==> config.mk <==
export PLATFORM = sky130hd
export DESIGN_NAME = line_follow_turn_controller
export DESIGN_NICKNAME = d
export VERILOG_FILES = /design/src/sv/lftc_pkg.sv /design/src/sv/lftc_ctrl.sv /design/src/sv/lftc_dp.sv /design/src/sv/line_follow_turn_controller.sv
export SDC_FILE = /design/constraint.sdc
export NUM_CORES = 2
export LEC_CHECK = 0
export ABC_AREA = 1
export BUFFER_PORTS_ARGS = -buffer_cell sky130_fd_sc_hd__clkbuf_2
export CAP_MARGIN = 20
export CORE_ASPECT_RATIO = 1.1
export CORE_MARGIN = 5
export CORE_UTILIZATION = 55
export CTS_CLUSTER_SIZE = 12
export DETAILED_ROUTE_END_ITERATION = 16
export PLACE_DENSITY = 0.75
export SLEW_MARGIN = 25
export SYNTH_ARGS = -nofsm -noshare
export SYNTH_HDL_FRONTEND = slang
export SYNTH_SLANG_ARGS = --single-unit
==> constraint.sdc <==
create_clock -name clk -period 30.5 [get_ports clk]
set_input_delay 1.525 -clock clk [delete_from_list [all_inputs] [get_ports clk]]
set_output_delay 1.525 -clock clk [all_outputs]
set_load 0.03 [all_outputs]
==> src/sv/lftc_pkg.sv <==
// shared types and constants for the line follow turn controller
package lftc_pkg;

  typedef enum logic [1:0] {
    MODE_FOLLOW = 2'd0,
    MODE_TURN   = 2'd1,
    MODE_STOP   = 2'd2
  } mode_t;

  typedef enum logic [1:0] {
    ACT_KEEP = 2'd0,
    ACT_SET  = 2'd1,
    ACT_STOP = 2'd2
  } act_t;

  typedef enum logic [2:0] {
    ST_IDLE,
    ST_DIV,
    ST_DECIDE,
    ST_PID,
    ST_DIFF,
    ST_OUT
  } state_t;

  localparam logic [2:0] REG_GAIN_P    = 3'd0;
  localparam logic [2:0] REG_GAIN_I    = 3'd1;
  localparam logic [2:0] REG_GAIN_D    = 3'd2;
  localparam logic [2:0] REG_BASE      = 3'd3;
  localparam logic [2:0] REG_WHITE     = 3'd4;
  localparam logic [2:0] REG_TIMEOUT   = 3'd5;
  localparam logic [2:0] REG_COOLDOWN  = 3'd6;
  localparam logic [2:0] REG_LIMIT     = 3'd7;

  localparam logic signed [7:0] ALL_BLACK_ERR = 8'sd30;

  function automatic logic signed [7:0] chan_weight(input logic [2:0] i);
    case (i)
      3'd0: chan_weight = -8'sd90;
      3'd1: chan_weight = -8'sd60;
      3'd2: chan_weight = -8'sd39;
      3'd3: chan_weight = -8'sd26;
      3'd4: chan_weight = 8'sd0;
      3'd5: chan_weight = 8'sd23;
      3'd6: chan_weight = 8'sd38;
      default: chan_weight = 8'sd90;
    endcase
  endfunction

  // commands from controller to datapath
  typedef struct packed {
    logic load;
    logic div_step;
    logic decide;
    logic pid_mul;
    logic pid_diff;
    logic finish;
  } cmd_t;

  typedef struct packed {
    logic div_done;
    logic run_pid;
  } stat_t;

endpackage

==> src/sv/lftc_ctrl.sv <==
// sequencer for one control step
module lftc_ctrl (
  input  logic             clk,
  input  logic             rst,
  input  logic             in_valid,
  output logic             in_ready,
  output logic             out_valid,
  input  logic             out_ready,
  input  lftc_pkg::stat_t  stat,
  output lftc_pkg::cmd_t   cmd
);

  lftc_pkg::state_t state, state_next;
  logic out_valid_next;

  always_ff @(posedge clk) begin
    if (rst) begin
      state <= lftc_pkg::ST_IDLE;
      out_valid <= 1'b0;
    end else begin
      state <= state_next;
      out_valid <= out_valid_next;
    end
  end

  always_comb begin
    state_next = state;
    cmd = '0;
    in_ready = 1'b0;
    out_valid_next = out_valid && !out_ready;
    case (state)
      lftc_pkg::ST_IDLE: begin
        in_ready = 1'b1;
        if (in_valid) begin
          cmd.load = 1'b1;
          state_next = lftc_pkg::ST_DIV;
        end
      end
      lftc_pkg::ST_DIV: begin
        cmd.div_step = 1'b1;
        if (stat.div_done) state_next = lftc_pkg::ST_DECIDE;
      end
      lftc_pkg::ST_DECIDE: begin
        cmd.decide = 1'b1;
        state_next = stat.run_pid ? lftc_pkg::ST_PID : lftc_pkg::ST_OUT;
      end
      lftc_pkg::ST_PID: begin
        cmd.pid_mul = 1'b1;
        state_next = lftc_pkg::ST_DIFF;
      end
      lftc_pkg::ST_DIFF: begin
        cmd.pid_diff = 1'b1;
        state_next = lftc_pkg::ST_OUT;
      end
      lftc_pkg::ST_OUT: begin
        // wait until the output register is free
        if (!out_valid || out_ready) begin
          cmd.finish = 1'b1;
          out_valid_next = 1'b1;
          state_next = lftc_pkg::ST_IDLE;
        end
      end
      default: state_next = lftc_pkg::ST_IDLE;
    endcase
  end

`ifndef ASSERT_OFF
  a_ready_idle: assert property (@(posedge clk) disable iff (rst)
    in_ready |-> state == lftc_pkg::ST_IDLE) else $error("ready outside idle");
  a_finish_free: assert property (@(posedge clk) disable iff (rst)
    cmd.finish |-> (!out_valid || out_ready)) else $error("result overwritten");
  a_load_div: assert property (@(posedge clk) disable iff (rst)
    cmd.load |=> state == lftc_pkg::ST_DIV) else $error("load not followed by divide");
`endif

endmodule

==> src/sv/lftc_dp.sv <==
// datapath: error mean, mode logic, pid and speed arithmetic
module lftc_dp #(
  parameter int MIN_TURN_MS  = 200,
  parameter int SPIN_SPEED   = 150,
  parameter bit COUNT_ENABLE = 1'b1
) (
  input  logic                clk,
  input  logic                rst,
  input  lftc_pkg::cmd_t      cmd,
  output lftc_pkg::stat_t     stat,
  input  logic                cfg_we,
  input  logic [2:0]          cfg_index,
  input  logic [15:0]         cfg_data,
  input  logic [7:0]          sensor_bits,
  input  logic [31:0]         now_ms,
  output logic signed [15:0]  left_speed,
  output logic signed [15:0]  right_speed,
  output logic [1:0]          motor_action,
  output logic [1:0]          mode_now,
  output logic                follow_flag,
  output logic                spin_flag,
  output logic [7:0]          turns_done
);

  logic [15:0] gain_p, gain_i, gain_d, white_wait_ms, turn_tmo, turn_gap;
  logic [10:0] base_speed;
  logic [7:0]  turn_limit;

  always_ff @(posedge clk) begin
    if (rst) begin
      gain_p <= 16'd256; gain_i <= 16'd0; gain_d <= 16'd0; base_speed <= 11'd200;
      white_wait_ms <= 16'd100; turn_tmo <= 16'd1000;
      turn_gap <= 16'd500; turn_limit <= 8'd4;
    end else if (cfg_we) begin
      case (cfg_index)
        lftc_pkg::REG_GAIN_P:   gain_p <= cfg_data;
        lftc_pkg::REG_GAIN_I:   gain_i <= cfg_data;
        lftc_pkg::REG_GAIN_D:   gain_d <= cfg_data;
        lftc_pkg::REG_BASE:     base_speed <= cfg_data[10:0];
        lftc_pkg::REG_WHITE:    white_wait_ms <= cfg_data;
        lftc_pkg::REG_TIMEOUT:  turn_tmo <= cfg_data;
        lftc_pkg::REG_COOLDOWN: turn_gap <= cfg_data;
        lftc_pkg::REG_LIMIT:    turn_limit <= cfg_data[7:0];
        default: ;
      endcase
    end
  end

  // controller state
  lftc_pkg::mode_t mode;
  logic signed [1:0] last_sign;
  logic [31:0] white_since, turn_since, last_counted_at;
  logic [7:0]  turn_total;
  logic signed [31:0] error_sum;
  logic signed [7:0]  error_before;
  logic follow_mode, spin_mode, white_on, counted_ever, turn_counted;

  // step working registers
  logic [31:0] now_r;
  logic [3:0] cnt;
  logic signed [10:0] wsum;
  logic [9:0] mag;     // remainder of the divide
  logic [6:0] quot;
  logic [2:0] dstep;
  logic signed [7:0] err;
  logic signed [15:0] l_r, r_r;
  logic signed [32:0] p_prod, d_prod;
  logic signed [48:0] i_prod;
  logic signed [16:0] dval;
  logic run_pid_r;

  // weighted sum and count of black channels, combinational over eight channels
  logic signed [10:0] sum_c;
  logic [3:0] cnt_c;
  always_comb begin
    sum_c = '0;
    cnt_c = '0;
    for (int i = 0; i < 8; i++) begin
      if (!sensor_bits[i]) begin
        sum_c = sum_c + 11'(lftc_pkg::chan_weight(3'(i)));
        cnt_c = cnt_c + 4'd1;
      end
    end
  end

  // restoring divide of |sum| by count, one quotient bit per cycle
  logic [9:0] rem_sh;
  logic [9:0] trial;
  always_comb begin
    rem_sh = mag;
    trial = rem_sh - ({6'd0, cnt} << dstep);
  end

  // step decisions
  logic [31:0] el, since_cnt;
  logic tout, cool_ok, cnt_zero, cnt_exit;
  always_comb begin
    el = now_r - turn_since;
    since_cnt = now_r - last_counted_at;
    tout = el > {16'd0, turn_tmo};
    cool_ok = COUNT_ENABLE && (!counted_ever || since_cnt >= {16'd0, turn_gap});
    cnt_zero = cnt == 4'd0;
    cnt_exit = (cnt == 4'd1) || (cnt == 4'd2);
  end

  logic [7:0] total_inc;
  assign total_inc = (turn_total == 8'd255) ? turn_total : turn_total + 8'd1;

  logic signed [32:0] sum_ext;
  logic signed [31:0] sum_sat;
  logic signed [8:0]  err_diff;
  logic signed [63:0] acc, d_q;
  logic signed [16:0] d_clip;
  logic [16:0] d_mag;
  logic [32:0] tenth_prod;
  logic [13:0] tq;
  logic signed [14:0] d_tenth;
  logic signed [19:0] lw, rw;

  always_comb begin
    sum_ext = 33'(error_sum) + 33'(err);
    if (sum_ext > 33'sd2147483647) sum_sat = 32'h7fffffff;
    else if (sum_ext < -33'sd2147483648) sum_sat = 32'h80000000;
    else sum_sat = sum_ext[31:0];
    err_diff = 9'(err) - 9'(error_before);
    acc = 64'(p_prod) + 64'(i_prod) + 64'(d_prod);
    d_q = acc / 256;
    // beyond this range both wheel speeds saturate anyway
    if (d_q > 64'sd65535) d_clip = 17'h0ffff;
    else if (d_q < -64'sd65536) d_clip = 17'h10000;
    else d_clip = d_q[16:0];
    // right wheel subtracts d plus a tenth of d, the tenth truncated toward zero
    d_mag = dval[16] ? 17'(-dval) : 17'(dval);
    tenth_prod = 33'(d_mag) * 33'd52429;
    tq = tenth_prod[32:19];
    d_tenth = dval[16] ? -signed'({1'b0, tq}) : signed'({1'b0, tq});
    lw = 20'(signed'({1'b0, base_speed})) + 20'(dval);
    rw = 20'(signed'({1'b0, base_speed})) - 20'(dval) - 20'(d_tenth);
  end

  function automatic logic signed [15:0] sat16(input logic signed [19:0] v);
    if (v > 20'sd32767) sat16 = 16'sh7fff;
    else if (v < -20'sd32768) sat16 = 16'sh8000;
    else sat16 = v[15:0];
  endfunction

  logic run_pid;
  assign stat.div_done = dstep == 3'd0;
  assign stat.run_pid = run_pid;

  always_comb begin
    run_pid = 1'b0;
    if (mode == lftc_pkg::MODE_FOLLOW) run_pid = !cnt_zero;
    else if (mode == lftc_pkg::MODE_TURN)
      run_pid = (tout || cnt_exit) && !tout &&
                !(!turn_counted && el >= 32'(MIN_TURN_MS) && cool_ok &&
                  total_inc >= turn_limit);
  end

  always_ff @(posedge clk) begin
    if (rst) begin
      mode <= lftc_pkg::MODE_FOLLOW;
      last_sign <= '0;
      white_since <= '0; turn_since <= '0; last_counted_at <= '0;
      turn_total <= '0; error_sum <= '0; error_before <= '0;
      follow_mode <= 1'b1; spin_mode <= 1'b0;
      white_on <= 1'b0; counted_ever <= 1'b0; turn_counted <= 1'b0;
      dstep <= '0;
    end else begin
      if (cmd.load) begin
        now_r <= now_ms;
        cnt <= cnt_c;
        wsum <= sum_c;
        mag <= sum_c[10] ? 10'(-sum_c) : sum_c[9:0];
        quot <= '0;
        dstep <= 3'd6;
      end
      if (cmd.div_step) begin
        if (!trial[9] && (rem_sh >= ({6'd0, cnt} << dstep))) begin
          mag <= trial;
          quot <= quot | (7'd1 << dstep);
        end
        if (dstep != 3'd0) dstep <= dstep - 3'd1;
      end
      if (cmd.decide) begin
        logic signed [7:0] e;
        logic signed [1:0] sg;
        logic won, tcnt;
        logic signed [15:0] lv, rv;
        lftc_pkg::act_t act;
        e = '0;
        sg = last_sign;
        won = white_on;
        tcnt = turn_counted;
        lv = '0;
        rv = '0;
        act = lftc_pkg::ACT_KEEP;
        if (!cnt_zero) begin
          e = wsum[10] ? -8'(quot) : 8'(quot);
          if (e > 0) sg = 2'sd1;
          if (e < 0) sg = -2'sd1;
          // all black follows the sign of this step's mean, or the last sign when the mean is zero
          if (cnt == 4'd8) e = (sg == 2'sd1) ? lftc_pkg::ALL_BLACK_ERR :
                              (sg == -2'sd1) ? -lftc_pkg::ALL_BLACK_ERR : 8'sd0;
        end
        err <= e;
        last_sign <= sg;
        case (mode)
          lftc_pkg::MODE_FOLLOW: begin
            if (cnt_zero) begin
              logic [31:0] ws;
              ws = white_on ? white_since : now_r;
              if (!white_on) begin won = 1'b1; white_since <= now_r; end
              if (now_r - ws >= {16'd0, white_wait_ms}) begin
                won = 1'b0;
                tcnt = 1'b0;
                if (cool_ok) begin
                  turn_total <= total_inc; last_counted_at <= now_r;
                  counted_ever <= 1'b1; tcnt = 1'b1;
                end
                if (cool_ok && total_inc >= turn_limit) begin
                  mode <= lftc_pkg::MODE_STOP; follow_mode <= 1'b0; spin_mode <= 1'b0;
                  act = lftc_pkg::ACT_STOP;
                end else begin
                  mode <= lftc_pkg::MODE_TURN; turn_since <= now_r;
                  follow_mode <= 1'b0; spin_mode <= 1'b1;
                  act = lftc_pkg::ACT_SET;
                  lv = -16'(SPIN_SPEED); rv = 16'(SPIN_SPEED);
                end
              end
            end else begin
              won = 1'b0; follow_mode <= 1'b1; spin_mode <= 1'b0;
              act = lftc_pkg::ACT_SET;
            end
          end
          lftc_pkg::MODE_TURN: begin
            if (tout || cnt_exit) begin
              logic try_cnt;
              try_cnt = !turn_counted && el >= 32'(MIN_TURN_MS) && cool_ok;
              if (try_cnt) begin
                turn_total <= total_inc; last_counted_at <= now_r;
                counted_ever <= 1'b1; tcnt = 1'b1;
              end
              if (try_cnt && total_inc >= turn_limit) begin
                mode <= lftc_pkg::MODE_STOP; follow_mode <= 1'b0; spin_mode <= 1'b0;
                act = lftc_pkg::ACT_STOP;
              end else begin
                mode <= lftc_pkg::MODE_FOLLOW; error_sum <= '0; won = 1'b0;
                spin_mode <= 1'b0; follow_mode <= 1'b1;
                if (tout) act = lftc_pkg::ACT_STOP;
                else act = lftc_pkg::ACT_SET;
              end
            end
          end
          default: begin
            mode <= lftc_pkg::MODE_STOP; follow_mode <= 1'b0; spin_mode <= 1'b0;
            act = lftc_pkg::ACT_STOP;
          end
        endcase
        white_on <= won;
        turn_counted <= tcnt;
        l_r <= lv;
        r_r <= rv;
        motor_action <= act;
      end
      if (cmd.pid_mul) begin
        // error_sum is already zero when entering from a turn exit
        error_sum <= sum_sat;
        p_prod <= signed'({1'b0, gain_p}) * 33'(err);
        i_prod <= signed'({1'b0, gain_i}) * 49'(sum_sat);
        d_prod <= signed'({1'b0, gain_d}) * 33'(err_diff);
        error_before <= err;
      end
      if (cmd.pid_diff) begin
        dval <= d_clip;
      end
      if (cmd.finish) begin
        left_speed <= (motor_action == lftc_pkg::ACT_SET) ?
                      (run_pid_r ? sat16(lw) : l_r) : 16'sd0;
        right_speed <= (motor_action == lftc_pkg::ACT_SET) ?
                       (run_pid_r ? sat16(rw) : r_r) : 16'sd0;
      end
    end
  end

  always_ff @(posedge clk) begin
    if (rst) run_pid_r <= 1'b0;
    else if (cmd.load) run_pid_r <= 1'b0;
    else if (cmd.pid_mul) run_pid_r <= 1'b1;
  end

  assign mode_now = mode;
  assign follow_flag = follow_mode;
  assign spin_flag = spin_mode;
  assign turns_done = turn_total;

`ifndef ASSERT_OFF
  a_stop_flags: assert property (@(posedge clk) disable iff (rst)
    mode == lftc_pkg::MODE_STOP |-> !follow_mode && !spin_mode) else $error("stopped flags");
  a_turn_spin: assert property (@(posedge clk) disable iff (rst)
    mode == lftc_pkg::MODE_TURN |-> spin_mode && !follow_mode) else $error("turn flags");
  a_div_done: assert property (@(posedge clk) disable iff (rst)
    cmd.decide |-> dstep == 3'd0) else $error("decide before divide done");
`endif

endmodule

==> src/sv/line_follow_turn_controller.sv <==
// top level of the line follow turn controller
//  channel   direction  handshake           payload
//  in        input      in_valid/in_ready   sensor_bits, now_ms
//  out       output     out_valid/out_ready left/right_speed, motor_action, mode, flags, turns
//  cfg       input      cfg_we              cfg_index, cfg_data
// accept to result valid: seven divide steps (one quotient bit each), decide, the pid
// multiply and difference states when the speed loop runs, then the output register.
// one request at a time; in_ready rises with out_valid.
// rst is synchronous and resets sequencer, config and mode state, not working or output registers.
// out_ready low holds the result; a new request still computes meanwhile.
module line_follow_turn_controller #(
  parameter int MIN_TURN_MS  = 200,
  parameter int SPIN_SPEED   = 150,
  parameter bit COUNT_ENABLE = 1'b1
) (
  input  logic               clk,
  input  logic               rst,
  input  logic               in_valid,
  output logic               in_ready,
  input  logic [7:0]         sensor_bits,
  input  logic [31:0]        now_ms,
  output logic               out_valid,
  input  logic               out_ready,
  output logic signed [15:0] left_speed,
  output logic signed [15:0] right_speed,
  output logic [1:0]         motor_action,
  output logic [1:0]         mode_now,
  output logic               follow_flag,
  output logic               spin_flag,
  output logic [7:0]         turns_done,
  input  logic               cfg_we,
  input  logic [2:0]         cfg_index,
  input  logic [15:0]        cfg_data
);

  lftc_pkg::cmd_t  cmd;
  lftc_pkg::stat_t stat;
  logic [1:0] act_w, mode_w;
  logic fl_w, sp_w;
  logic [7:0] tot_w;
  logic [1:0] act_q, mode_q;
  logic fl_q, sp_q;
  logic [7:0] tot_q;

  lftc_ctrl u_ctrl (
    .clk, .rst, .in_valid, .in_ready, .out_valid, .out_ready, .stat, .cmd
  );

  lftc_dp #(
    .MIN_TURN_MS(MIN_TURN_MS), .SPIN_SPEED(SPIN_SPEED), .COUNT_ENABLE(COUNT_ENABLE)
  ) u_dp (
    .clk, .rst, .cmd, .stat, .cfg_we, .cfg_index, .cfg_data, .sensor_bits, .now_ms,
    .left_speed, .right_speed, .motor_action(act_w), .mode_now(mode_w),
    .follow_flag(fl_w), .spin_flag(sp_w), .turns_done(tot_w)
  );

  // status is captured with the speeds so that a held result stays put
  always_ff @(posedge clk) begin
    if (cmd.finish) begin
      act_q <= act_w; mode_q <= mode_w; fl_q <= fl_w; sp_q <= sp_w; tot_q <= tot_w;
    end
  end

  assign motor_action = act_q;
  assign mode_now = mode_q;
  assign follow_flag = fl_q;
  assign spin_flag = sp_q;
  assign turns_done = tot_q;

endmodule
* After elaboration in Yosys (flattened, before gate mapping)
Index checks and enable logic that the tools add are counted.
Widths: inputs -> output; s select.
** Word-level totals
- Logic and storage cells :: 320
- Input bits :: 64
- Register bits after elaboration :: 545
- Output and inout port bits :: 48
** Operators by class
- Bitwise gates (word level) :: 5
- Muxes and demuxes :: 129
- $mul :: 4
- $lt $le $gt $ge :: 16
- Equality and inequality tests :: 31
- Reduce and logical (&&, ||, !) cells :: 56
- Shifts and indexed selects :: 2
- Add/subtract/negate cells :: 32
** Operators with widths (number)
- $mux 32 :: 13
- $mux 8 :: 18
- $mux 16 :: 7
- $sub 32x32->32 :: 3
- $mux 11 :: 8
- $add 11x8->11 :: 7
- $add 64x1->64 :: 1
- $ge 32x16->1 :: 2
- $gt 64x17->1 const B :: 1
- $lt 64x17->1 const B :: 1
- $pmux 32 s2 :: 1
- $add 50x26->51 :: 1
- $add 25x49->50 :: 1
- $mul 17x32->49 :: 1
- $gt 20x16->1 const B :: 2
- $lt 20x16->1 const B :: 2
- $mux 10 :: 4
- $mux 1 :: 34
- $mux 17 :: 2
- $add 32x8->33 :: 1
- $gt 33x32->1 const B :: 1
- $lt 33x32->1 const B :: 1
- $mul 17x16->33 const B :: 1
- $ge 32x8->1 const B :: 1
- other kinds (62) :: 161

* Depth between registers and ports, before layout
- Depth in word-level cells :: 20
- Depth in mapped cells :: 60
- Depth with buffers taken out :: 60

* Modules after synthesis
From an unflattened synthesis, not the netlist that was laid out.
** Unflattened totals
- Cell total of the unflattened synthesis :: 9561
- Area total of the unflattened synthesis :: 71658.7 um^2
** Modules (own cells, without submodules)
- lftc_dp :: cells each 9506, seq. area each 11871.4 um^2, area each 70969.3 um^2, times used 1
- line_follow_turn_controller :: cells each 14, seq. area each 420.4 um^2, area each 420.4 um^2, times used 1
- lftc_ctrl :: cells each 41, seq. area each 80.1 um^2, area each 269.0 um^2, times used 1

* Least setup slack after synthesis
Ideal clock, no wire load.
- Path kind :: register -> register
- Start point :: reg u_dp.dval[0]
- End point :: reg u_dp.right_speed[0], data pin
- Stages on the path, launching flop included :: 54
- Data arrival time :: 9.287 ns
- Path buffers :: 1
- Slack :: 20.950 ns
- Period minus slack after synthesis :: 9.550 ns
- Setup time :: 0.262 ns
- Data required time :: 30.238 ns
- Cell sequence :: edfxtp_1 inv_1 nand3_1 nor3_1 inv_1 nor3_1 inv_1 nor2_1 inv_1 o31ai_1 xor2_1 ha_1 ha_1 inv_1 fa_1 inv_1 fa_1 fa_1 [18 not listed] xor2_1 inv_1 fa_1 inv_1 ha_1 a21oi_1 o21a_1 nand2_1 a21boi_1 o21ai_0 a21boi_1 o21ai_0 or2_2 nand3b_1 o2111ai_1 nand2_1 clkbuf_2 o21ai_0
** On the way
- Longest elaborated chain between the ends :: 10
** RTL lines
- start, declared :: RTL line lftc_dp.sv:69 : logic signed [16:0] dval;
- start signal, assigned :: RTL line lftc_dp.sv:275 : dval <= d_clip;
- $neg 17->17 :: RTL line lftc_dp.sv:133 : d_mag = dval[16] ? 17'(-dval) : 17'(dval);
- $mux 17 :: RTL line lftc_dp.sv:133
- $mul 17x16->33 :: RTL line lftc_dp.sv:134 : tenth_prod = 33'(d_mag) * 33'd52429;
- $neg 14->15 :: RTL line lftc_dp.sv:136 : d_tenth = dval[16] ? -signed'({1'b0, tq}) : signed'({1'b0, tq});
- $mux 15 :: RTL line lftc_dp.sv:136
- $sub 18x15->19 * :: RTL line lftc_dp.sv:138 : rw = 20'(signed'({1'b0, base_speed})) - 20'(dval) - 20'(d_tenth);
- $lt 20x16->1 :: RTL line lftc_dp.sv:143 : else if (v < -20'sd32768) sat16 = 16'sh8000;
- $mux 16 :: RTL line lftc_dp.sv:143
- $mux 16 * :: RTL line lftc_dp.sv:142 : if (v > 20'sd32767) sat16 = 16'sh7fff;
- $mux 16 * :: RTL line lftc_dp.sv:281 : (run_pid_r ? sat16(rw) : r_r) : 16'sd0;
- end signal, assigned :: RTL line lftc_dp.sv:280 : right_speed <= (motor_action == lftc_pkg::ACT_SET) ?
- end, declared :: RTL line lftc_dp.sv:17 : output logic signed [15:0] right_speed,
Every way passes the cells marked *; elsewhere a longest branch is shown, timed or not.
A chain may end at the register's enable or synchronous reset.

* Final worst setup path
- Start point :: reg u_dp.dval[0]
- End point :: reg u_dp.right_speed[2], data pin
The elaborated chain is that of the path after synthesis.

==> results_dict.tcl <==
set metrics [dict create \
    cts_root_buf "clkbuf_16" \
    p_sw_w 0.00151 \
    fp-row-count 139 \
    ff_latch_area_um2 12400 \
    wire_per_inst_um 20.0 \
    min_path_type "reg -> reg" \
    final_max_slew_viol_count 0 \
    globalRouteTotalUtil_pct 33.1 \
    yosysUniqueCellTypes 61 \
    rsz0062_at_grt "no" \
    synthFlopType "dfxtp_1" \
    drive_gt1_share_pct 4.17 \
    cpMostUsedCell "inv_1" \
    gp_congestion 0.981 \
    dieArea_um2 138000 \
    cts_buffers 61 \
    slew_headroom_pct 31.3 \
    grt_pass1_vias 64300 \
    die_h_um 389 \
    power_switching_share_pct 45.8 \
    min_period_ns 11.74 \
    first_iter_violations 5056 \
    synth_cells 9815 \
    htreeDepth 2 \
    postSynthAreaPerCell_um2 7.33 \
    ys_ff_latch 504 \
    pwr-share-comb_pct 53.2 \
    synth-edff-count 228 \
    tightest_slew_ns 1.03 \
    r2r_end "u_dp.right_speed[2]$_SDFFCE_PP0P_" \
    min_path_cells 0 \
    worstPathMaxFanout 12 \
    drc 0 \
    mostFrequentLayoutCells "nand2_1, inv_1, nor2_1, fa_1, ha_1" \
    port_buffers 111 \
    antenna_left 0 \
    grt_max_degree 126 \
    ys_warn_count 0 \
    initial_core_util_pct 55.2 \
    cts_setup_buffers 0 \
    antenna_found_initial 7 \
    wirelength_um 231000 \
    cts_tree "built" \
    power_density_nw_per_um2 43.3 \
    clock_sinks 504 \
    final_common_cell "nand2_1" \
    drv_cap 0 \
    async_flop_share_pct 0 \
    path_clk_slew_ns 0.06 \
    fin_util_pct 58.4 \
    arrival_ns 12.18 \
    fin_setup_tns_ns 0 \
    internal-power_w 0.00179 \
    cpPeakStageDelay_ns 0.67 \
    p_leak_nw 38.4 \
    clkLatencyLatePin_ns 0.71 \
    syn2layout_area_growth_pct 5.88 \
    multi_input_area_um2 50900 \
    cts.path.max_buffers 3 \
    r2r-start "u_dp.dval[0]$_SDFFCE_PN1P_" \
    setup_violations 0 \
    cts_hold_buf 0 \
    dpl.hpwl_um 192000 \
    outcome "completed" \
    fin_nets 11400 \
    max_freq_mhz 85.2 \
    vdd_drop_max_uv 61.8 \
    grt-ovfl-total 0 \
    fillers 12200 \
    reg2reg_depth 56 \
    ys_seq_area_share_pct 17.2 \
    required_ns 30.94 \
    period_share_pct 38.5 \
    die_w_um 355 \
    drt_pass1_iterations 6 \
    post_cts_resized 0 \
    r2r_setup_slack_ns 18.77 \
    setup.worst_path.end_class "register" \
    slowest_stage "xor2_1" \
    p_seq_share_pct 23.8 \
    path_class "reg -> reg" \
    fin_ws_ns 18.77 \
    via_count 63900 \
    syn_nets 11400 \
    hold_violations 0 \
    p_clk_share_pct 23.1 \
    grt_pass1_wl_um 358000 \
    core_region_area_um2 130000 \
    hold_path_end "turns_done[5]$_DFFE_PP_" \
    via_per_inst 5.53 \
    hold_start "u_dp.turns_done[5]$_SDFFE_PP0P_" \
    pin_count 112 \
    finalClockSkew_ns 0.0535 \
    syn_area_um2 71900 \
    start_kind "register" \
    pre_cts_ws_ns 18.93 \
]
[critical path: cells and delay by family (launching register included)]
family | cells | cell delay [ns]
adder cells (fa/ha/maj) | 10 | 4.12
buffers and inverters | 15 | 1.12
XOR/XNOR | 3 | 1.19
AO/OA/AOI/OAI | 10 | 2.21
AND/OR/NAND/NOR | 18 | 2.29
flip-flops | 1 | 0.53
[cell usage after synthesis, drive strengths merged (25+ instances only)]
master  instances  area [um^2]
nand4         111          694
dfxtp         276         5530
nor3           70          355
or2            28          175
a31oi          26          163
edfxtp        228         6850
ha            682         8530
xor2          229         2010
xnor2          94          823
buf            70          373
o21bai         36          270
nand2        2250         8540
nor2         1104         4330
clkbuf        158          594
a211oi         39          293
a21oi         592         2970
nand3         376         1930
inv          2039         7660
o211ai         31          233
fa            823        16500
nand3b         25          188
o21ai         405         2030
[cell families after synthesis]
logic type               share of synthesized area (%)
AND/OR/NAND/NOR                                   22.8
buffers and inverters                             12.0
adder cells (fa/ha/maj)                           34.8
AO/OA/AOI/OAI                                     9.25
flip-flops                                        17.2
XOR/XNOR                                          3.94
[sequential cells by signal (all words and copies together) (netlist names), 17 cells and up]
name,cells
u_dp.now_r,32
u_dp.error_sum,32
u_dp.i_prod,49
u_dp.p_prod,25
u_dp.d_prod,26
u_dp.last_counted_at,32
u_dp.dval,17
u_dp.turn_since,32
u_dp.white_since,32
[area by class of cell]
cell class / count / area share (%)
timing repair buffer: 158 / 1.24
inverter: 2046 / 10.1
sequential: 504 / 16.3
antenna: 2 / 0.00657
multi-input combinational: 7037 / 66.9
clock inverter: 30 / 0.378
tap: 1692 / 2.78
clock buffer: 84 / 2.34
[metal layers]
layer | wire length, um | up-vias | share of wire (%) | track usage [%]
met4 | 12600 | 0 | 5.4 | 15.1
met2 | 109000 | 2365 | 47 | 55.9
met5 | 0 | - | 0 | 0
met1 | 92000 | 30500 | 40 | 41.6
li1 | - | 30400 | - | -
met3 | 17400 | 549 | 7.5 | 5.73
[power by group through the flow]
stage	logic [W]	registers, W	clock network (W)
finish	0.00175	0.000784	0.000760
global route	0.00196	0.000786	0.000800
CTS	0.00175	0.000783	0.000773
detailed placement	0.00173	0.000797	0
global placement	0.00172	0.000797	0
floorplan	0.00123	0.000783	0
[metrics by stage]
| stage | hold slack, ns | instance area, um^2 | cells | power [W] |
|---|---|---|---|---|
| after global routing | 0.440 | 76100 | 11600 | 0.00355 |
| after detailed placement | 0.428 | 74100 | 11400 | 0.00253 |
| after CTS | 0.435 | 76100 | 11600 | 0.00331 |
| final | 0.445 | 76100 | 11600 | 0.00330 |
| after floorplan | 0.408 | 71900 | 9815 | 0.00201 |
| after global placement | 0.427 | 74000 | 11400 | 0.00252 |
[how the worst max path moves through the flow]
| stage | start | to | slack [ns] | cells past startpoint |
|---|---|---|---|---|
| 6_report | u_dp.dval[0]$_SDFFCE_PN1P_ | u_dp.right_speed[2]$_SDFFCE_PP0P_ | 18.77 | 56 |
| 5_1_grt | u_dp.dval[0]$_SDFFCE_PN1P_ | u_dp.right_speed[9]$_SDFFCE_PN0P_ | 17.84 | 53 |
| 4_1_cts | u_dp.dval[0]$_SDFFCE_PN1P_ | u_dp.right_speed[9]$_SDFFCE_PN0P_ | 18.85 | 53 |
| 3_5_place_dp | u_dp.dval[0]$_SDFFCE_PN1P_ | u_dp.right_speed[9]$_SDFFCE_PN0P_ | 18.93 | 53 |
| 3_3_place_gp | u_dp.dval[0]$_SDFFCE_PN1P_ | u_dp.right_speed[2]$_SDFFCE_PP0P_ | 18.87 | 57 |
| 2_1_floorplan | u_dp.dval[0]$_SDFFCE_PN1P_ | u_dp.right_speed[0]$_SDFFCE_PN0P_ | 20.95 | 53 |
(Power assumes the default switching activity.)
